## src/design/sombmc_pkg.sv

```systemverilog
// Shared constants, types and codes of the SOM best-match classifier.
// No dependencies; every other file of the block but sombmc_ram uses this package.
`timescale 1ns / 1ps
`default_nettype none

package sombmc_pkg;

   // Map geometry.
   localparam int MAP_ROWS   = 15;
   localparam int MAP_COLS   = 15;
   localparam int VECTOR_LEN = 4;

   localparam int NODE_COUNT = MAP_ROWS * MAP_COLS;
   localparam int ELEM_COUNT = NODE_COUNT * VECTOR_LEN;

   localparam int ROW_W   = (MAP_ROWS > 1) ? $clog2(MAP_ROWS) : 1;
   localparam int COL_W   = (MAP_COLS > 1) ? $clog2(MAP_COLS) : 1;
   localparam int RC_W    = (ROW_W > COL_W) ? ROW_W : COL_W;
   localparam int GRID_W  = 2 * RC_W + 1;
   localparam int NODE_W  = (NODE_COUNT > 1) ? $clog2(NODE_COUNT) : 1;
   localparam int WADDR_W = (ELEM_COUNT > 1) ? $clog2(ELEM_COUNT) : 1;

   // Data widths fixed by the word format.
   localparam int WEIGHT_W = 16;
   localparam int LABEL_W  = 8;
   localparam int DIST_W   = 36;
   localparam int PROD_W   = 33;

   localparam logic [DIST_W-1:0]  LIMIT_RESET = 36'd655360000;
   localparam logic [1:0]         ELEM_LAST   = 2'(VECTOR_LEN - 1);
   localparam logic [ROW_W-1:0]   ROW_LAST    = ROW_W'(MAP_ROWS - 1);
   localparam logic [COL_W-1:0]   COL_LAST    = COL_W'(MAP_COLS - 1);
   localparam logic [WADDR_W-1:0] WADDR_LAST  = WADDR_W'(ELEM_COUNT - 1);
   localparam logic [WADDR_W-1:0] NADDR_LAST  = WADDR_W'(NODE_COUNT - 1);

   // Request codes.
   typedef enum logic [1:0] {
      REQ_LOAD_WEIGHT = 2'd0,
      REQ_LOAD_LABEL  = 2'd1,
      REQ_QUERY       = 2'd2
   } req_kind_type;

   // Sequencer states.
   typedef enum logic [3:0] {
      ST_IDLE  = 4'b0001,
      ST_WSCAN = 4'b0010,
      ST_LSCAN = 4'b0100,
      ST_DONE  = 4'b1000
   } state_type;

   // Tag that travels with one weight read through the distance unit.
   typedef struct packed {
      logic             valid;
      logic             last_node;
      logic [1:0]       elem;
      logic [ROW_W-1:0] row;
      logic [COL_W-1:0] col;
   } tag_type;

   // Finished squared distance of one node.
   typedef struct packed {
      logic              valid;
      logic              last_node;
      logic [ROW_W-1:0]  row;
      logic [COL_W-1:0]  col;
      logic [DIST_W-1:0] distance;
   } node_dist_type;

   // Tag that travels with one label read.
   typedef struct packed {
      logic              valid;
      logic              last_node;
      logic [GRID_W-1:0] grid;
   } ltag_type;

endpackage

`default_nettype wire

```

## src/design/sombmc_dist_unit.sv

```systemverilog
// Shared square-and-accumulate unit: one weight element per cycle, one
// node distance every VECTOR_LEN elements. Depends on sombmc_pkg.
`timescale 1ns / 1ps
`default_nettype none

module sombmc_dist_unit (
   input  wire logic                         clock,
   input  wire logic                         reset,
   input  wire sombmc_pkg::tag_type          tag,
   input  wire logic signed [15:0]           q_elem,
   input  wire logic [15:0]                  w_elem,
   output sombmc_pkg::node_dist_type         node
);

   logic signed [16:0] diff;
   logic signed [33:0] square;

   sombmc_pkg::tag_type                   tag_a_ff;
   logic [sombmc_pkg::PROD_W-1:0]         prod_ff;
   logic [sombmc_pkg::DIST_W-1:0]         acc_ff, acc_in;
   logic [sombmc_pkg::DIST_W-1:0]         sum;
   sombmc_pkg::node_dist_type             node_ff, node_in;

   // Stage A: difference and square.
   assign diff   = {q_elem[15], q_elem} - {w_elem[15], $signed(w_elem)};
   assign square = diff * diff;

   always_ff @(posedge clock) begin
      if (reset) begin
         tag_a_ff.valid <= 1'b0;
      end else begin
         tag_a_ff.valid <= tag.valid;
      end
      tag_a_ff.last_node <= tag.last_node;
      tag_a_ff.elem      <= tag.elem;
      tag_a_ff.row       <= tag.row;
      tag_a_ff.col       <= tag.col;
      prod_ff            <= square[sombmc_pkg::PROD_W-1:0];
   end

   // Stage B: accumulate; the sum closes on the last element of a node.
   assign sum = acc_ff + sombmc_pkg::DIST_W'(prod_ff);

   always_comb begin
      acc_in            = acc_ff;
      node_in.valid     = 1'b0;
      node_in.last_node = tag_a_ff.last_node;
      node_in.row       = tag_a_ff.row;
      node_in.col       = tag_a_ff.col;
      node_in.distance  = sum;
      if (tag_a_ff.valid) begin
         if (tag_a_ff.elem == sombmc_pkg::ELEM_LAST) begin
            acc_in        = '0;
            node_in.valid = 1'b1;
         end else begin
            acc_in = sum;
         end
      end
   end

   always_ff @(posedge clock) begin
      if (reset) begin
         acc_ff        <= '0;
         node_ff.valid <= 1'b0;
      end else begin
         acc_ff        <= acc_in;
         node_ff.valid <= node_in.valid;
      end
      node_ff.last_node <= node_in.last_node;
      node_ff.row       <= node_in.row;
      node_ff.col       <= node_in.col;
      node_ff.distance  <= node_in.distance;
   end

   assign node = node_ff;

endmodule

`default_nettype wire

```

## config.mk

```make
export PLATFORM = sky130hd
export DESIGN_NAME = sombmc_dist_unit
export DESIGN_NICKNAME = d
export VERILOG_FILES = /design/src/design/sombmc_pkg.sv /design/src/design/sombmc_dist_unit.sv
export SDC_FILE = /design/constraint.sdc
export NUM_CORES = 1
export LEC_CHECK = 0
export BUFFER_PORTS_ARGS = -buffer_cell sky130_fd_sc_hd__buf_2
export CAP_MARGIN = 0
export CORE_UTILIZATION = 35
export DETAILED_ROUTE_END_ITERATION = 6
export HOLD_SLACK_MARGIN = 0.05
export PLACE_DENSITY = 0.5
export SLEW_MARGIN = 20
export SYNTH_ARGS = -nofsm -noshare
export SYNTH_HDL_FRONTEND = slang
export SYNTH_SLANG_ARGS = --single-unit
```

## constraint.sdc

```tcl
create_clock -name clock -period 8.3 [get_ports clock]
set_clock_uncertainty 0.15 [all_clocks]
set_input_delay 0.83 -clock clock [delete_from_list [all_inputs] [get_ports clock]]
set_output_delay 0.83 -clock clock [all_outputs]
set_load 0.02 [all_outputs]
```

Word level (Yosys, flattened, before mapping)
Index checks and enable logic that the tools add are counted.
{"block": "totals", "elab_cells": 20, "in_bits": 46, "output_inout_bits": 46, "regBits": 127}
{"block": "classes", "n_eq_ne": 1, "muxes": 2, "n_reduce_logical": 1, "n_mul": 1, "bitwise_logic": 1, "n_addsub": 2}
{"cell": "$add A36 B33 Y36", "n": 1}
{"cell": "$mux W36", "n": 1}
{"cell": "$mul A17 B17 Y33", "n": 1}
{"cell": "$sub A16 B16 Y17", "n": 1}
{"cell": "$eq A2 B2 Y1 const B", "n": 1}
{"cell": "$reduce_or A2 Y1", "n": 1}
{"cell": "$mux W1", "n": 1}
{"cell": "$not A1 Y1", "n": 1}

Depth between registers and ports, before layout
Gate-level depths: netlist (run 1).
{"block": "depth", "depth_word": 2, "depth_mapped": 35, "mapped_depth_nobuf": 33}

Worst setup path after synthesis (run 1)
No wires, ideal clock.
{"block": "synth_timing", "path_type": "input port to flip-flop", "from": "input q_elem[0]", "to": "register prod_ff[32] (netlist name)", "setup_slack_ps": 33, "cell_stages": 33, "t_arrival_ps": 8039, "n_path_buf": 2, "t_required_ps": 8072, "setup_ps": 78, "path_cell_list": "inv_1 ha_1 fa_1 nand2b_1 a211oi_1 o211ai_2 a21oi_1 o31ai_4 nor2b_1 o31ai_4 inv_2 buf_2 nor2_1 fa_1 inv_1 fa_1 inv_1 fa_1 fa_1 fa_1 inv_1 fa_1 inv_1 ha_1 clkbuf_1 a21o_1 a21o_1 a21oi_1 o21ai_0 o21ai_0 a2bb2oi_1 and4_1 nor3_1"}
{"block": "synth_via", "elab_chain_len": 2}
{"item": "from (decl)", "line_no": "sombmc_dist_unit.sv:10", "rtl": "input wire logic signed [15:0] q_elem,"}
{"item": "$sub A16 B16 Y17", "line_no": "sombmc_dist_unit.sv:25", "rtl": "assign diff = {q_elem[15], q_elem} - {w_elem[15], $signed(w_elem)};"}
{"item": "$mul A17 B17 Y33", "line_no": "sombmc_dist_unit.sv:26", "rtl": "assign square = diff * diff;"}
{"item": "named net square[32]", "line_no": "sombmc_dist_unit.sv:16", "rtl": "logic signed [33:0] square;"}
{"item": "to (signal assigned)", "line_no": "sombmc_dist_unit.sv:38", "rtl": "prod_ff <= square[sombmc_pkg::PROD_W-1:0];"}
{"item": "to (decl)", "line_no": "sombmc_dist_unit.sv:19", "rtl": "logic [sombmc_pkg::PROD_W-1:0] prod_ff;"}
The timed path passes the listed nets, and every way through them passes these cells.
A chain may end at the register's enable or synchronous reset.

Final worst setup path (run 1)
{"block": "layout_timing", "from": "input q_elem[0]", "to": "register prod_ff[29] (netlist name)"}
Same word-level chain as after synthesis.

==> run_results.csv, run 1 <==
group,metric,value,unit
synthesis,synthCells,1669,
global_route,grt_antenna_before_repair,0,
placed_design,port_buffers,91,
critical_path,regToRegSetupSlack,5.22,ns
timing,max-slew-margin-rel,43.8,%
timing,period_share,95.2,%
critical_path,path_class,"in2reg",
critical_path,crit_path_end,"prod_ff[29]",
clock_network,clk_pin_slew,0.06,ns
clock_network,clockRootBuffer,"clkbuf_16",
clock_network,clock_latency,0.43,ns
critical_path,path_buf_inv,10,
clock_network,htree_levels,4,
floorplan,die_area,44800,µm²
critical_path,cpMostUsedCell,"fa_1",
critical_path,cp-end-kind,"flip-flop",
critical_path,critPathRequiredTime,8.46,ns
timing,rsz0062_at_grt,"false",
status,status,"complete, no violations",
synthesis,async_reset_ff_share,0,%
routing,dr.pass1.iters,4,
critical_path,rr_worst_depth,9,
floorplan,chipWidth,212,µm
synthesis,synth_cell_types,79,
critical_path,cp_slowest_cell,"fa_1",
flow_run,drv_cap,0,
layout,nets,2315,
synthesis,avgSynthCellArea,9.21,µm²
routing,routed_wl,35.9,mm
timing,fin_setup_tns,0,ns
routing,vias,11500,
synthesis,ys_ff_latch,126,
layout,mostFrequentLayoutCells,"inv_1 (352), fa_1 (264), nor2_1 (162)",
synthesis,syn_nets,2107,
timing,hold_violations,0,
clock_network,cts_sinks,126,
placed_design,hpwlAfterDp,31.1,mm
floorplan,start_util,35.6,%
routing,postRouteAntennaNets,0,
routing,via_per_inst,4.65,
critical_path,cp.depth,33,
critical_path,cp_top_family,"adder cells",
critical_path,regToRegEndpoint,"acc_ff[34]",
layout,drive_above_1_share,16.3,%
floorplan,die_y,212,µm
layout,final_cells,2475,
synthesis,ys_warn_count,0,
synthesis,synth_edf_count,0,
layout,mostFrequentLayoutCell,"inv_1",
global_route,grt_pass1_vias,12600,
synthesis,syn_area,15400,µm²
timing,setup_viol,0,
critical_path,startpoint_type,"primary input",
floorplan,num_io_pins,92,
timing,whs,0.175,ns
clock_network,cts_buffer_depth,2,
synthesis,yosysSeqAreaShare,16.4,%
worst_hold_path,hold_class,"reg2reg",
clock_network,cts_tree,"done",
routing,drc,0,
critical_path,cp-startpoint,"q_elem[0]",
routing,wl_per_cell,14.5,µm
critical_path,worst_path_largest_cell_delay,0.55,ns
placed_design,placed_cells,2443,
layout,area_delta_synth_final,18.1,%
clock_network,numCtsBuffers,17,
synthesis,synthFlopType,"dfxtp_1",
global_route,track_usage,17.3,%
timing,report.final.slew_viol_count,0,
floorplan,num_rows,76,
clock_network,postCtsHoldBufs,0,
timing,fin_crit,7.90,ns
timing,fmax,127,MHz
critical_path,cp.arrival,8.06,ns
layout,diodes,0,
critical_path,cp_max_fo,7,
timing,worst_pin_slew,0.841,ns
floorplan,core_area,43200,µm²
routing,drt_iter0_markers,454,
global_route,grt_pass1_wl,61.6,mm
critical_path,r2r-start,"acc_ff[0]",
global_route,grt_start_max_net_pins,25,
placed_design,gp_congestion,0.877,
clock_network,post_cts_buffers,0,
global_route,overflow,0,
## stage by stage
step           utilization [%]  setup slack [ns]  area, µm²
2_1_floorplan                -            0.0327      15400
3_3_place_gp              40.5            -0.263      17500
3_5_place_dp              40.5            -0.416      17500
4_1_cts                   41.8            0.0824      18100
5_1_grt                   42.0           0.00501      18100
6_report                  42.0             0.401      18100
## cells by family after synthesis
group / Yosys count / share of synthesized area, %
AO/OA/AOI/OAI: 257 / 11.9
XOR/XNOR: 77 / 4.49
adder cells (fa/ha/maj): 392 / 44.9
buffers and inverters: 410 / 10.1
AND/OR/NAND/NOR: 400 / 11.8
multiplexers: 7 / 0.464
flip-flops: 126 / 16.4
## sequential cells by signal, summed over array words and instances (netlist names)
register	flops
tag_a_ff	3
node	46
acc_ff	36
node_in	9
prod_ff	32
## metal layers
metal / up-vias / wire length (µm) / share of wire (%) / track usage (%)
li1: 5664 / - / - / -
met1: 5626 / 16900 / 47 / 22.4
met2: 183 / 17100 / 48 / 30.3
met3: 41 / 1220 / 3.4 / 2.17
met4: 0 / 663 / 1.8 / 4.75
met5: - / 0 / 0 / 0
## worst reg2reg max path, delay by kind of cell (launching register included)
kind	cells	cell delay (ns)
compound gates	7	2.07
fa+ha+maj	2	0.43
flops	1	0.31
## cell usage after synthesis, types with 3 or more instances
master | count | area [µm²]
a211oi_1 | 8 | 60.1
a21o_1 | 39 | 293
a21oi_1 | 76 | 380
a221oi_1 | 3 | 26.3
a22o_1 | 14 | 123
a22oi_1 | 3 | 22.5
a31oi_1 | 8 | 50.1
and2_1 | 5 | 31.3
and3_1 | 7 | 43.8
buf_2 | 7 | 35.0
clkbuf_1 | 40 | 150
dfxtp_1 | 126 | 2520
fa_1 | 265 | 5310
ha_1 | 127 | 1590
inv_1 | 352 | 1320
inv_2 | 7 | 26.3
mux2i_1 | 6 | 60.1
nand2_1 | 115 | 432
nand2b_1 | 15 | 93.8
nand3_1 | 11 | 55.1
nand4_1 | 7 | 43.8
nand4b_1 | 3 | 26.3
nor2_1 | 163 | 612
nor2b_1 | 29 | 181
nor3_1 | 20 | 100
nor3b_1 | 6 | 45.0
o211a_1 | 3 | 30.0
o211ai_1 | 9 | 67.6
o21a_1 | 7 | 52.6
o21ai_0 | 31 | 155
o21bai_1 | 10 | 75.1
o311ai_0 | 4 | 35.0
o31a_1 | 3 | 26.3
o31ai_1 | 4 | 30.0
or3_1 | 4 | 25.0
xnor2_1 | 54 | 473
xor2_1 | 21 | 184
## worst min-delay path by stage
stage / startpoint / endpoint / slack, ns / depth (start not counted)
after global placement: node_in[44] / node[44] / 0.16 / 0
after detailed placement: node_in[40] / node[40] / 0.16 / 0
after CTS: node_in[40] / node[40] / 0.18 / 0
after floorplan: node_in[36] / node[36] / 0.16 / 0
final: node_in[40] / node[40] / 0.17 / 0
after global routing: node_in[40] / node[40] / 0.18 / 0
## cell type report
type                            count  area [µm²]
Clock buffer                       18         439
Clock inverter                     14         160
Fill cell                        4375       25000
Inverter                          360        1350
Multi-Input combinational cell   1133       11400
Sequential cell                   126        2520
Tap cell                          585         732
Timing Repair Buffer              239        1570
## repair_timing
action                                  in CTS  in global routing
endpoints found under the setup margin       1                  9
gates resized for setup                      1                 17
pin swaps                                    0                  2
Power of run 1 is left out: the tool's default activity adds up to more than one toggle a clock period on the data nets, which glitch-free logic cannot reach.
==> inputs of run 2 (changes only) <==
CELL_PAD_IN_SITES_DETAIL_PLACEMENT = 0   (was default)
CELL_PAD_IN_SITES_GLOBAL_PLACEMENT = 1   (was default)
PLACE_DENSITY = 0.61   (was 0.5)
RECOVER_POWER = 50   (was default)
==> run 2 against run 1 <==
  * Count of clock-buffer cells in the layout up 2
  * Final cell count up 0.48%
  * Core utilization up 0.075 points
  * Routed wire length up 1.9%
  * Non-clock buffer count up 12
  * Critical path type unchanged
  * Critical path depth up 1
==> run_results.csv, run 2 (synthesized netlist as in run 1, its figures left out) <==
group,metric,value,unit
critical_path,cp.arrival,8.06,ns
critical_path,path_class,"in2reg",
timing,worst_pin_slew,1.14,ns
floorplan,chipWidth,212,µm
timing,report.final.slew_viol_count,0,
timing,fmax,127,MHz
global_route,overflow,0,
clock_network,numCtsBuffers,17,
critical_path,cp-end-kind,"flip-flop",
flow_run,drv_cap,0,
layout,area_delta_synth_final,18.3,%
timing,rsz0062_at_grt,"false",
layout,mostFrequentLayoutCells,"inv_1 (352), fa_1 (264), nor2_1 (163)",
layout,largest_register_ffs,46,
layout,fillers,4449,
clock_network,clk_pin_slew,0.06,ns
routing,routed_wl,36.6,mm
critical_path,critPathRequiredTime,8.50,ns
timing,fin_crit,7.87,ns
layout,diodes,0,
global_route,use_met1,23.5,%
layout,drive_above_1_share,13.9,%
clock_network,cts_sinks,126,
clock_network,cts_buffer_depth,2,
critical_path,cp_max_fo,3,
global_route,grt_pass1_wl,62.4,mm
global_route,grt.met2_usage,30.0,%
global_route,grt_pass1_vias,12500,
timing,setup_viol,0,
placed_design,port_buffers,91,
global_route,top_usage_layer,"met2",
floorplan,num_io_pins,92,
floorplan,die_area,44800,µm²
floorplan,core_area,43200,µm²
status,status,"complete, no violations",
routing,dr.pass1.iters,4,
global_route,grt_antenna_before_repair,0,
worst_hold_path,hold_class,"reg2reg",
floorplan,start_util,35.6,%
critical_path,worst_path_largest_cell_delay,0.58,ns
layout,mostFrequentLayoutCell,"inv_1",
routing,via_per_inst,4.63,
timing,hold_violations,0,
global_route,gr-usage-met3,2.61,%
critical_path,startpoint_type,"primary input",
timing,period_share,94.8,%
routing,wl_per_cell,14.7,µm
placed_design,gp_congestion,0.854,
routing,drt_iter0_markers,474,
routing,drc,0,
layout,final_cells,2487,
timing,max-slew-margin-rel,24.1,%
placed_design,placed_cells,2454,
critical_path,cp_slowest_cell,"fa_1",
clock_network,cts_tree,"done",
clock_network,clock_latency,0.43,ns
critical_path,cpMostUsedCell,"fa_1",
global_route,track_usage,17.7,%
clock_network,htree_levels,4,
placed_design,hpwlAfterDp,31.8,mm
layout,nets,2327,
routing,vias,11500,
floorplan,die_y,212,µm
routing,postRouteAntennaNets,0,
clock_network,clockRootBuffer,"clkbuf_16",
global_route,grt_start_max_net_pins,25,
floorplan,num_rows,76,
## run 2: changes by cell type in the layout (fill, tap and decap cells not counted), sizes merged
| cell | before | now |
|---|---|---|
| buf | 239 | 203 |
| bufinv | 2 | 5 |
| inv | 363 | 362 |
| clkbuf | 18 | 68 |
| clkinv | 6 | 4 |
| clkinvlp | 3 | 1 |
## run 2: metrics by stage
step	TNS, ns	instance area [µm²]	hold slack, ns	utilization (%)	setup slack, ns
2_1_floorplan	0	15400	0.160	-	0.0327
3_5_place_dp	-1.38	17600	0.164	40.7	-0.328
3_3_place_gp	-1.01	17600	0.160	40.7	-0.221
5_1_grt	0	18200	0.181	42.1	0.00148
4_1_cts	0	18200	0.176	42.2	0.0979
6_report	0	18200	0.172	42.1	0.435
## run 2: area by class of cell
type / instances / area (µm²) / share of cell area [%]
clock buffer: 20 / 447 / 2.46
clock inverter: 12 / 206 / 1.14
inverter: 360 / 1350 / 7.43
multi-input combinational: 1133 / 11300 / 62.2
sequential: 126 / 2520 / 13.9
tap: 585 / 732 / 4.03
timing repair buffer: 251 / 1610 / 8.84
## run 2: per-layer routing
metal  vias up  routed length, µm
met5         -                  0
met4         0                625
met3        32               1300
met2       171              17000
met1      5627              17600
li1       5690                  -
## run 2: what timing repair did
| action | CTS | global route |
|---|---|---|
| endpoints found under the setup margin | 0 | 8 |
| hold buffers | 0 | 0 |
| gates resized for setup | 0 | 8 |
| setup buffers | 0 | 1 |
## run 2: critical path: cells and delay by family
family | cells | cell delay, ns
buf+inv | 10 | 0.91
fa+ha+maj | 9 | 3.86
compound gates | 9 | 1.52
xor+xnor | 1 | 0.10
simple gates | 5 | 0.82
## run 2: worst paths after layout
check          startpoint     endpoint  slack (ns)  depth (start not counted)
max             q_elem[0]  prod_ff[32]        0.43                         34
min reg2reg   node_in[39]     node[39]        0.17                          0
min           node_in[39]     node[39]        0.17                          0
max reg2reg  tag_a_ff[11]   acc_ff[32]        4.95                          5
Power of run 2 is left out for the same reason.
