File: config.mk
export PLATFORM = sky130hd
export DESIGN_NAME = sombmc_ram
export DESIGN_NICKNAME = d
export VERILOG_FILES = /design/src/design/sombmc_ram.sv
export SDC_FILE = /design/constraint.sdc
export NUM_CORES = 1
export LEC_CHECK = 0
export BUFFER_PORTS_ARGS = -buffer_cell sky130_fd_sc_hd__buf_2
export CORE_UTILIZATION = 36
export DETAILED_ROUTE_END_ITERATION = 12
export MAX_ROUTING_LAYER = met4
export PLACE_DENSITY = 0.55
export SLEW_MARGIN = 10
export SYNTH_ARGS = -nofsm -noshare
export SYNTH_HDL_FRONTEND = slang
export SYNTH_SLANG_ARGS = --single-unit
File: constraint.sdc
create_clock -name clock -period 2.7 [get_ports clock]
set_input_delay 0.135 -clock clock [delete_from_list [all_inputs] [get_ports clock]]
set_output_delay 0.135 -clock clock [all_outputs]
set_load 0.03 [all_outputs]
File: src/design/sombmc_ram.sv
// Generic single-write, single-read RAM with a registered read port.
// No dependencies.
`timescale 1ns / 1ps
`default_nettype none

module sombmc_ram #(
   parameter int WIDTH = 8,
   parameter int DEPTH = 16
) (
   input  wire logic                                         clock,
   input  wire logic                                         we,
   input  wire logic [((DEPTH > 1) ? $clog2(DEPTH) : 1)-1:0] waddr,
   input  wire logic [WIDTH-1:0]                             wdata,
   input  wire logic [((DEPTH > 1) ? $clog2(DEPTH) : 1)-1:0] raddr,
   output logic      [WIDTH-1:0]                             rdata
);

   logic [WIDTH-1:0] mem_ff [DEPTH];
   logic [WIDTH-1:0] rdata_ff;

   always_ff @(posedge clock) begin
      if (we) begin
         mem_ff[waddr] <= wdata;
      end
      rdata_ff <= mem_ff[raddr];
   end

   assign rdata = rdata_ff;

endmodule

`default_nettype wire

# Word-level counts from Yosys, hierarchy flattened
# Memories as Yosys holds them, arrays and structs flattened. A register that Yosys moved wholly into a read port is not among the register bits.
# Cells that the tools add are included.
[totals] out_inout_bits=8 latch_bits=0 memories=1 mem_bits_rw=128 romBits=0 input_bits=18 ff_bits=0
[op_classes] n_eq_ne=0 n_mul=0 div=0 n_reduce_logical=0 n_addsub=0 muxes=2 n_lt_le_gt_ge=0 shifts=0 n_bitwise=0
[mem_list] name="mem_ff" depth=16 width=8 read_ports=1 rd_clocked_by_memory_dff=1 wr=1 line="18" source="logic [WIDTH-1:0] mem_ff [DEPTH];"
[op_table] cell="$mux 1" n=2

# Logic depth before layout (Yosys ltp)
# Gate-level depths: netlist of the first run.
[logic_depth] word_depth=2 mapped_depth=5 depth_no_buf=3

# Least setup slack after synthesis of the first run
# No wires, ideal clock.
[synth_path] path_kind="input-to-reg" start="input port waddr[2] (netlist bit)" end="memory mem_ff[0][0] (enable)" cell_stages=2 slack_ps=1072 setup_time_ps=383 arrival_ps=1245 required_ps=2317 path_cell_list="or3b_2 nor3_1"
[synth_rtl] element="start, declared" line="12" source="input wire logic [((DEPTH > 1) ? $clog2(DEPTH) : 1)-1:0] waddr,"
[synth_rtl] element="end, declared" line="18"
# Straight into the memory's write port.

==> metrics, run 1 <==
outcome=completed; element type at the critical path end=flop; total number of vias=2398; last weighted congestion value of the routability-driven placer=0.699; H-Tree Depth=4; wire length of the first global-routing pass=15700 microns; post-cts sizing count=0; max-slew violations=0; number of buffers created by CTS=17; setup slack of the critical path after layout=1280 ps; sequential cell area fraction in the yosys report=0.778; standard-cell row count=43; RR Startpoint=mem_ff[11][0]; fraction of met1 tracks used by global routing=0.219; required arrival time at the worst endpoint=2970 ps; P per Cell Area=804 nW/um^2; mean instance size in the synthesized netlist=22.5 sq um; cell-internal power=3.91 mW; Post-CTS Setup Inserts=0; cell chosen for the clock root=sky130_fd_sc_hd__clkbuf_16; First-pass DRT Iterations=4; Clock transition at path regs=60 ps; TritonCTS clock tree=built; antenna violation net count after detailed routing=0; switching share of power=0.205; worst slew pin tran=1010 ps; Hold Path Stages=1; RSZ-0062 raised after global routing=false; via count of the first global-routing pass=2486; ANT cells=0; share of the cycle needed by the critical path after routing=0.527; HPWL reported at the end of detailed placement=6490 microns; worst-case headroom to the max-slew limit=0.322; FF/Latch Area=4000 sq um; number of library cell types mapped by synthesis=19; insertion delay of the later-clocked pin in the worst-skew pair=420 ps; number of failing hold endpoints at the final stage=0; ports placed on the boundary=26; terminating pin of the worst hold path=mem_ff[10][0]; # fillers=1164; biggest fanout along the worst timing path=1; maximum number of pins on one net before global-route repair=33; fraction of the core area covered by cells at the end of the flow=0.440; DR vias/cell=5.13; endpoint of the worst register-to-register path=rdata[0]; type of the tightest min-delay check=in -> reg; max-capacitance violation count=0; area taken by multi-input logic gates=1060 sq um; overall global routing resource usage=0.163; relative area change from synthesis to final layout=19.0%; Crit Path Category=reg -> reg; Highest Clock Rate=0.703 GHz; part of the total power dissipated in combinational logic=0.049; Setup TNS Final=0 ps; hold wc startpoint=wdata[0]; global-route met3 utilization=0.0445; number of clock sinks seen by CTS=136; detailed-route DRC error count=0; number of storage elements in the synthesis netlist=136; minimum period implied by the final worst setup slack=1420 ps; worst-case vdd ir drop=0.501 mV; final WL=10400 microns; per-cell routed wire length=22.2 microns; Initial Utilization=0.369; Cell Area, Synth=5150 sq um; worst clock skew=8.79 ps; Core Region=13900 sq um; number of buffers added to fix hold violations after cts=0; buffer levels on the longest clock path=2; share of layout cells above drive strength 1=0.303; final-report setup violation count=0; overall die height=122 microns; Startpoint Class=flop; gr ovfl total=0; arrival time reported for the critical path endpoint=1700 ps; global routing's busiest layer=met2; warnings from Yosys=0; Reg power frac=0.482; Die Wd=122 microns; worst-case setup slack after placement=1010 ps; global-route track usage on met2=0.234; cells after synthesis=229; worst reg-to-reg setup slack=1280 ps; length in cells of the worst reg-to-reg path=3; Pleak=2.05 nW; Net Switching=1.01 mW; Clk pwr share=0.468; full die area=14800 sq um; net count of the finished layout=292; net count after synthesis=247; IO buf count=25; number of antenna violations at the first check in global routing=0; Iter 0 DRT Violations=199
Yosys cell counts:
cell / n / area, sq um
sky130_fd_sc_hd__nor2_1: 13 / 48.8
sky130_fd_sc_hd__buf_4: 1 / 7.51
sky130_fd_sc_hd__nand2b_1: 2 / 12.5
sky130_fd_sc_hd__buf_2: 3 / 15.0
sky130_fd_sc_hd__edfxtp_1: 128 / 3840
sky130_fd_sc_hd__and2_1: 1 / 6.26
sky130_fd_sc_hd__dfxtp_1: 8 / 160
sky130_fd_sc_hd__nand3_1: 1 / 5.00
sky130_fd_sc_hd__or3b_2: 1 / 8.76
sky130_fd_sc_hd__a22oi_1: 16 / 120
sky130_fd_sc_hd__mux4_2: 18 / 405
sky130_fd_sc_hd__nand2_1: 9 / 33.8
sky130_fd_sc_hd__nor3_1: 4 / 20.0
sky130_fd_sc_hd__and2b_1: 1 / 7.51
sky130_fd_sc_hd__buf_6: 3 / 33.8
sky130_fd_sc_hd__nor2b_1: 1 / 6.26
sky130_fd_sc_hd__nand3b_1: 2 / 15.0
sky130_fd_sc_hd__clkdlybuf4s25_2: 3 / 30.0
sky130_fd_sc_hd__mux4_1: 14 / 368
sequential cells by signal, indices dropped and copies added (netlist names):
name / cells
rdata: 8
mem_ff: 128
power groups by stage:
stage / logic [mW] / clock network [mW] / registers [mW]
after floorplan: 0.120 / 0 / 2.44
final: 0.244 / 2.31 / 2.37
after detailed placement: 0.249 / 0 / 2.42
after CTS: 0.250 / 2.34 / 2.38
after global routing: 0.265 / 2.44 / 2.38
after global placement: 0.245 / 0 / 2.42
layout by cell type (no fill, tap or decap), drive strengths merged:
cell and count:
or3b 1, nor2b 1, clkinvlp 5, mux4 32, clkinv 3, and2b 1
nand3 1, edfxtp 128, nand3b 2, and2 1, dfxtp 8, nand2 9
nor3 4, nand2b 2, a22oi 16, nor2 13, buf 36, clkbuf 24
through the flow:
step | cell area, sq um | cells | hold WS [ps] | total power, mW
3_5_place_dp | 5510 | 435 | 549 | 2.67
2_1_floorplan | 5150 | 229 | 234 | 2.56
3_3_place_gp | 5510 | 435 | 541 | 2.66
4_1_cts | 6130 | 467 | 106 | 4.96
6_report | 6130 | 467 | 115 | 4.92
5_1_grt | 6130 | 467 | 108 | 5.08
critical path, stage by stage (launching register included):
cell	delay (ps)
sky130_fd_sc_hd__edfxtp_1	350
sky130_fd_sc_hd__mux4_2	490
sky130_fd_sc_hd__a22oi_1	290
sky130_fd_sc_hd__nand2_1	150
worst max-delay path by stage:
| stage | from | end | slack, ps | cells after the start |
|---|---|---|---|---|
| 2_1_floorplan | waddr[2] | mem_ff[0][0] | 1070 | 2 |
| 3_3_place_gp | raddr[0] | rdata[0] | 1020 | 5 |
| 3_5_place_dp | waddr[0] | mem_ff[14][5] | 1010 | 3 |
| 4_1_cts | mem_ff[11][0] | rdata[0] | 1280 | 3 |
| 5_1_grt | mem_ff[9][0] | rdata[0] | 1250 | 3 |
| 6_report | mem_ff[11][0] | rdata[0] | 1280 | 3 |
layer usage:
metal | vias up | share of wire
li1 | 1068 | -
met1 | 1252 | 0.47
met4 | 0 | 0.014
met2 | 66 | 0.47
met3 | 12 | 0.047
met5 | - | 0
layout make-up:
cell class	count	share of cell area
clock buffer	24	0.0925
clock inverter	8	0.00858
multi-input combinational	83	0.173
sequential	136	0.654
tap	180	0.0368
timing repair buffer	36	0.0359
cells by family (layout without fill, tap and decap cells):
| group | after synthesis | count (layout) | share of synthesized area |
|---|---|---|---|
| buf+inv | 10 | 68 | 0.0168 |
| mux | 32 | 32 | 0.150 |
| compound gates | 16 | 16 | 0.0233 |
| simple gates | 35 | 35 | 0.0318 |
| flops | 136 | 136 | 0.778 |
Note: power is estimated with default switching activity, not from simulation.
==> inputs of run 2 (changes only) <==
ABC_AREA = 1   (was not set)
PLACE_DENSITY = 0.54   (was 0.55)
clock period = 1.5 ns   (was 2.7 ns; I/O delays follow)
==> metrics, run 2 <==
worst reg-to-reg setup slack=470 ps; ANT cells=0; worst-case headroom to the max-slew limit=0.594; last weighted congestion value of the routability-driven placer=0.799; maximum number of pins on one net before global-route repair=65; max-slew violations=0; outcome=completed; gr ovfl total=0; endpoint of the worst register-to-register path=rdata[3]; worst clock skew=6.97 ps; most instantiated library cell after synthesis=sky130_fd_sc_hd__nand2_1; arrival time reported for the critical path endpoint=990 ps; P per Cell Area=1350 nW/um^2; area taken by multi-input logic gates=1210 sq um; minimum period implied by the final worst setup slack=1070 ps; First-pass DRT Iterations=4; number of antenna violations at the first check in global routing=0; overall global routing resource usage=0.188; Iter 0 DRT Violations=349; FF/Latch Area=4000 sq um; EDFF count, synth=128; net count of the finished layout=611; Post-CTS Setup Inserts=0; largest stage delay on the critical path=360 ps; cell chosen for the clock root=sky130_fd_sc_hd__clkbuf_16; number of storage elements in the synthesis netlist=136; Core Region=15400 sq um; Die Wd=129 microns; number of buffers added to fix hold violations after cts=0; final WL=13600 microns; sequential cell area fraction in the yosys report=0.694; Post-synth top cells=sky130_fd_sc_hd__nand2_1, sky130_fd_sc_hd__edfxtp_1, sky130_fd_sc_hd__inv_1; RSZ-0062 raised after global routing=false; RR Startpoint=mem_ff[9][3]; H-Tree Depth=4; required arrival time at the worst endpoint=1420 ps; Initial Utilization=0.374; # fillers=1471; buffer levels on the longest clock path=2; Highest Clock Rate=0.936 GHz; type of the tightest min-delay check=in -> reg; biggest fanout along the worst timing path=1; Critical Path Slowest Stage Cell=sky130_fd_sc_hd__dfxtp_1; fraction of the core area covered by cells at the end of the flow=0.443; length in cells of the worst reg-to-reg path=6; Async S/R FF share, synth=0; DR vias/cell=4.58; overall die height=129 microns; Setup TNS Final=0 ps; Hold Path Stages=3; number of library cell types mapped by synthesis=12; final-report setup violation count=0; number of buffers created by CTS=17; top library cells by usage in the layout, fill and taps aside=sky130_fd_sc_hd__nand2_1, sky130_fd_sc_hd__edfxtp_1, sky130_fd_sc_hd__inv_1; Top delay family on crit path=flip-flops; Worst path depth=1; TritonCTS clock tree=built; insertion delay of the later-clocked pin in the worst-skew pair=420 ps; cells after synthesis=551; antenna violation net count after detailed routing=0; worst slew pin tran=608 ps; Startpoint Class=flop; IO buf count=25; share of layout cells above drive strength 1=0.129; max-capacitance violation count=0; hold wc startpoint=raddr[3]; detailed-route DRC error count=0; Synth Flop Type=sky130_fd_sc_hd__edfxtp_1; Pleak=2.96 nW; max FFs per register=128; register containing the most flip-flops in the final layout=mem_ff; element type at the critical path end=output port; Clock transition at path regs=50 ps; ports placed on the boundary=26; standard-cell row count=45; cell types with the largest area share after synthesis=sky130_fd_sc_hd__edfxtp_1, sky130_fd_sc_hd__nand2_1, sky130_fd_sc_hd__nand3_1; cells along the critical path=buf_2; terminating pin of the worst hold path=rdata[6]; most common library cell in the layout ignoring fill and taps=sky130_fd_sc_hd__nand2_1; Cell Area, Synth=5770 sq um; total number of vias=3740; post-cts sizing count=0; per-cell routed wire length=16.6 microns; number of clock sinks seen by CTS=136; number of buffers and inverters on the critical path=1; dominant cell type by area after synthesis=sky130_fd_sc_hd__edfxtp_1; via count of the first global-routing pass=3731; warnings from Yosys=0; wire length of the first global-routing pass=21600 microns; net count after synthesis=569; mean instance size in the synthesized netlist=10.5 sq um; number of failing hold endpoints at the final stage=0; share of the cycle needed by the critical path after routing=0.712; worst-case vdd ir drop=0.845 mV; Crit Path Category=reg -> out; HPWL reported at the end of detailed placement=8480 microns; share of Yosys cell area claimed by the top area cell type=0.667; relative area change from synthesis to final layout=18.6%; full die area=16500 sq um
## run 2: cell count changes after synthesis, moves of 14 or more
cell and change:
sky130_fd_sc_hd__inv_1 +100, sky130_fd_sc_hd__mux4_1 -14, sky130_fd_sc_hd__nand3_1 +96, sky130_fd_sc_hd__a22oi_1 -16, sky130_fd_sc_hd__nand2_1 +164, sky130_fd_sc_hd__mux4_2 -18
## run 2: final cells by class
type,count,area share
Sequential cell,136,0.586
Multi-Input combinational cell,289,0.178
Clock buffer,23,0.0714
Inverter,102,0.0560
Timing Repair Buffer,47,0.0498
Tap cell,211,0.0386
Clock inverter,9,0.0210
## run 2: logic make-up after synthesis
group                  Yosys count  share of synthesized area
flip-flops                     136                      0.694
buffers and inverters          126                     0.0952
AND/OR/NAND/NOR                289                      0.210
## run 2: routing by layer
metal,track usage,vias to the layer above,routed length (microns)
met1,0.245,1761,6240
li1,-,1855,-
met2,0.286,100,6330
met5,-,-,0
met4,0.0768,0,331
met3,0.0399,24,656
## run 2: power breakdown
| part | leakage [nW] | total [mW] | internal, mW | switching, mW |
|---|---|---|---|---|
| logic | 1.42 | 0.585 | 0.164 | 0.421 |
| clock network | 0.314 | 4.40 | 2.94 | 1.46 |
| registers | 1.22 | 4.27 | 4.25 | 0.0247 |
| total | 2.96 | 9.26 | 7.35 | 1.91 |
## run 2: metrics by stage
step / power, mW / cells / hold WS, ps / worst slack [ps] / instance area, sq um
global placement: 4.94 / 785 / 453 / 197 / 6200
floorplan: 4.70 / 551 / 174 / 474 / 5770
finish: 9.26 / 817 / 28.0 / 432 / 6840
detailed placement: 4.94 / 785 / 451 / 200 / 6200
CTS: 9.34 / 817 / 15.1 / 401 / 6840
global route: 9.56 / 817 / 35.2 / 381 / 6840
## run 2: worst max-delay path by stage
| stage | endpoint | start |
|---|---|---|
| 2_1_floorplan | mem_ff[10][0] | waddr[2] |
| 3_3_place_gp | rdata[3] | raddr[2] |
| 3_5_place_dp | rdata[3] | raddr[2] |
| 4_1_cts | rdata[3] | rdata[3] |
| 5_1_grt | rdata[4] | mem_ff[11][4] |
| 6_report | rdata[3] | rdata[3] |
## run 2: worst reg2reg max path: cells and delay by family (launching register included)
family | cells | cell delay, ps
buffers and inverters | 1 | 60
AND/OR/NAND/NOR | 5 | 510
flip-flops | 1 | 350
==> inputs of run 3 (changes only) <==
PLACE_DENSITY = 0.56   (was 0.54)
clock period = 0.85 ns   (was 1.5 ns; I/O delays follow)
==> metrics, run 3 (synthesis gave the netlist of run 2 again) <==
setup slack of the critical path after layout=-102 ps; last weighted congestion value of the routability-driven placer=0.827; area after detailed placement=6420 sq um; worst slew pin tran=389 ps; HPWL reported at the end of detailed placement=8590 microns; max FFs per register=128; # fillers=1432; arrival time reported for the critical path endpoint=910 ps; IO buf count=25; total number of vias=3870; Pleak=3.14 nW; required arrival time at the worst endpoint=810 ps; element type at the critical path end=output port; ports placed on the boundary=26; Crit Path Category=reg -> out; number of buffers and inverters on the critical path=1; Net Switching=3.45 mW; Clock transition at path regs=50 ps; via count of the first global-routing pass=3844; top library cells by usage in the layout, fill and taps aside=sky130_fd_sc_hd__nand2_1, sky130_fd_sc_hd__edfxtp_1, sky130_fd_sc_hd__inv_1; buffer levels on the longest clock path=2; failing checks=setup timing; cell chosen for the clock root=sky130_fd_sc_hd__clkbuf_16; maximum number of pins on one net before global-route repair=64; relative area change from synthesis to final layout=26.5%; DR vias/cell=4.62; Post-CTS Setup Inserts=0; Top delay family on crit path=flip-flops; max-slew violations=0; RSZ-0062 raised after global routing=true; ANT cells=0; First-pass DRT Iterations=7; Die Wd=129 microns; net count of the finished layout=631; final WL=13500 microns; overall die height=129 microns; share of the cycle needed by the critical path after routing=1.12; Startpoint Class=flop; Initial Utilization=0.374; overall global routing resource usage=0.187; max-capacitance violation count=0; cells along the critical path=buf_6; TritonCTS clock tree=built; worst clock skew=5.03 ps; number of buffers created by CTS=17; part of the total power dissipated in combinational logic=0.082; Highest Clock Rate=1.05 GHz; gr ovfl total=0; number of antenna violations at the first check in global routing=0; biggest fanout along the worst timing path=1; cell-internal power=12.2 mW; number of clock sinks seen by CTS=136; switching share of power=0.220; standard-cell row count=45; minimum period implied by the final worst setup slack=952 ps; total power after layout=15.6 mW; largest stage delay on the critical path=360 ps; H-Tree Depth=4; outcome=finished, violations left; Clk pwr share=0.433; antenna violation net count after detailed routing=0; detailed-route DRC error count=0; worst-case headroom to the max-slew limit=0.740; final instance area=7300 sq um; FF/Latch Area=4010 sq um; register containing the most flip-flops in the final layout=mem_ff; worst-case vdd ir drop=1.39 mV; wire length of the first global-routing pass=21100 microns; insertion delay of the later-clocked pin in the worst-skew pair=420 ps; worst hold slack=40.5 ps; Core Region=15400 sq um; full die area=16500 sq um; type of the tightest min-delay check=in -> reg; Iter 0 DRT Violations=284; P per Cell Area=2140 nW/um^2; Critical Path Slowest Stage Cell=sky130_fd_sc_hd__dfxtp_2; share of layout cells above drive strength 1=0.254; Reg power frac=0.485; final-report setup violation count=16; most common library cell in the layout ignoring fill and taps=sky130_fd_sc_hd__nand2_1; number of failing hold endpoints at the final stage=0; area taken by multi-input logic gates=1480 sq um; per-cell routed wire length=16.2 microns
==> run 3: changes by cell type in the layout (fill, tap and decap cells not counted), moves of 6 or more <==
cell,previous run,this run
sky130_fd_sc_hd__buf_2,25,17
sky130_fd_sc_hd__buf_4,18,30
sky130_fd_sc_hd__buf_6,0,8
sky130_fd_sc_hd__clkinv_1,1,7
sky130_fd_sc_hd__dfxtp_1,8,0
sky130_fd_sc_hd__dfxtp_2,0,8
sky130_fd_sc_hd__nand3_1,97,51
sky130_fd_sc_hd__nand3_2,0,46
sky130_fd_sc_hd__nor2_1,17,8
sky130_fd_sc_hd__nor2_2,0,8
==> run 3: what timing repair did <==
| action | CTS | global route |
|---|---|---|
| pin swaps | 38 | 18 |
| resized for setup | 66 | 10 |
| hold buffers | 3 | 0 |
| endpoints found under the hold margin | 39 | 0 |
| setup endpoints to repair | 16 | 16 |
==> run 3: path summary, 6_finish.rpt <==
check	startpoint	slack, ps	endpoint	cells after the start
worst max-delay path	rdata[3]	-100	rdata[3]	1
worst max register to register	mem_ff[6][5]	-100	rdata[5]	6
worst min register to register	mem_ff[10][6]	670	rdata[6]	6
worst min-delay path	wdata[1]	40	mem_ff[7][1]	1
==> run 3: cell type report <==
class                           count  area share
Clock buffer                       18      0.0588
Clock inverter                     14      0.0156
Inverter                          102      0.0525
Multi-Input combinational cell    289       0.203
Sequential cell                   136       0.550
Tap cell                          211      0.0362
Timing Repair Buffer               67      0.0837
==> run 3: per-layer routing <==
metal  up-vias  track usage  routed length (microns)
met5         -            -                        0
met1      1841        0.220                     5820
met2       100        0.302                     6770
met4         0       0.0969                      412
met3        27       0.0420                      518
li1       1902            -                        -
==> run 3: power by group through the flow <==
stage          logic [mW]  registers [mW]  clock network [mW]
2_1_floorplan       0.539            7.76                   0
6_report             1.28            7.58                6.77
5_1_grt              1.40            7.58                7.17
4_1_cts              1.28            7.58                6.91
3_5_place_dp         1.13            7.69                   0
3_3_place_gp         1.12            7.69                   0
==> run 3: through the flow <==
stage / TNS [ps] / instances / util / setup WS, ps
6_report: -1160 / 837 / 0.473 / -102
4_1_cts: -1300 / 837 / 0.470 / -132
3_3_place_gp: -26310 / 802 / 0.416 / -278
5_1_grt: -1910 / 837 / 0.473 / -165
2_1_floorplan: -11330 / 551 / - / -122
3_5_place_dp: -29180 / 802 / 0.416 / -274
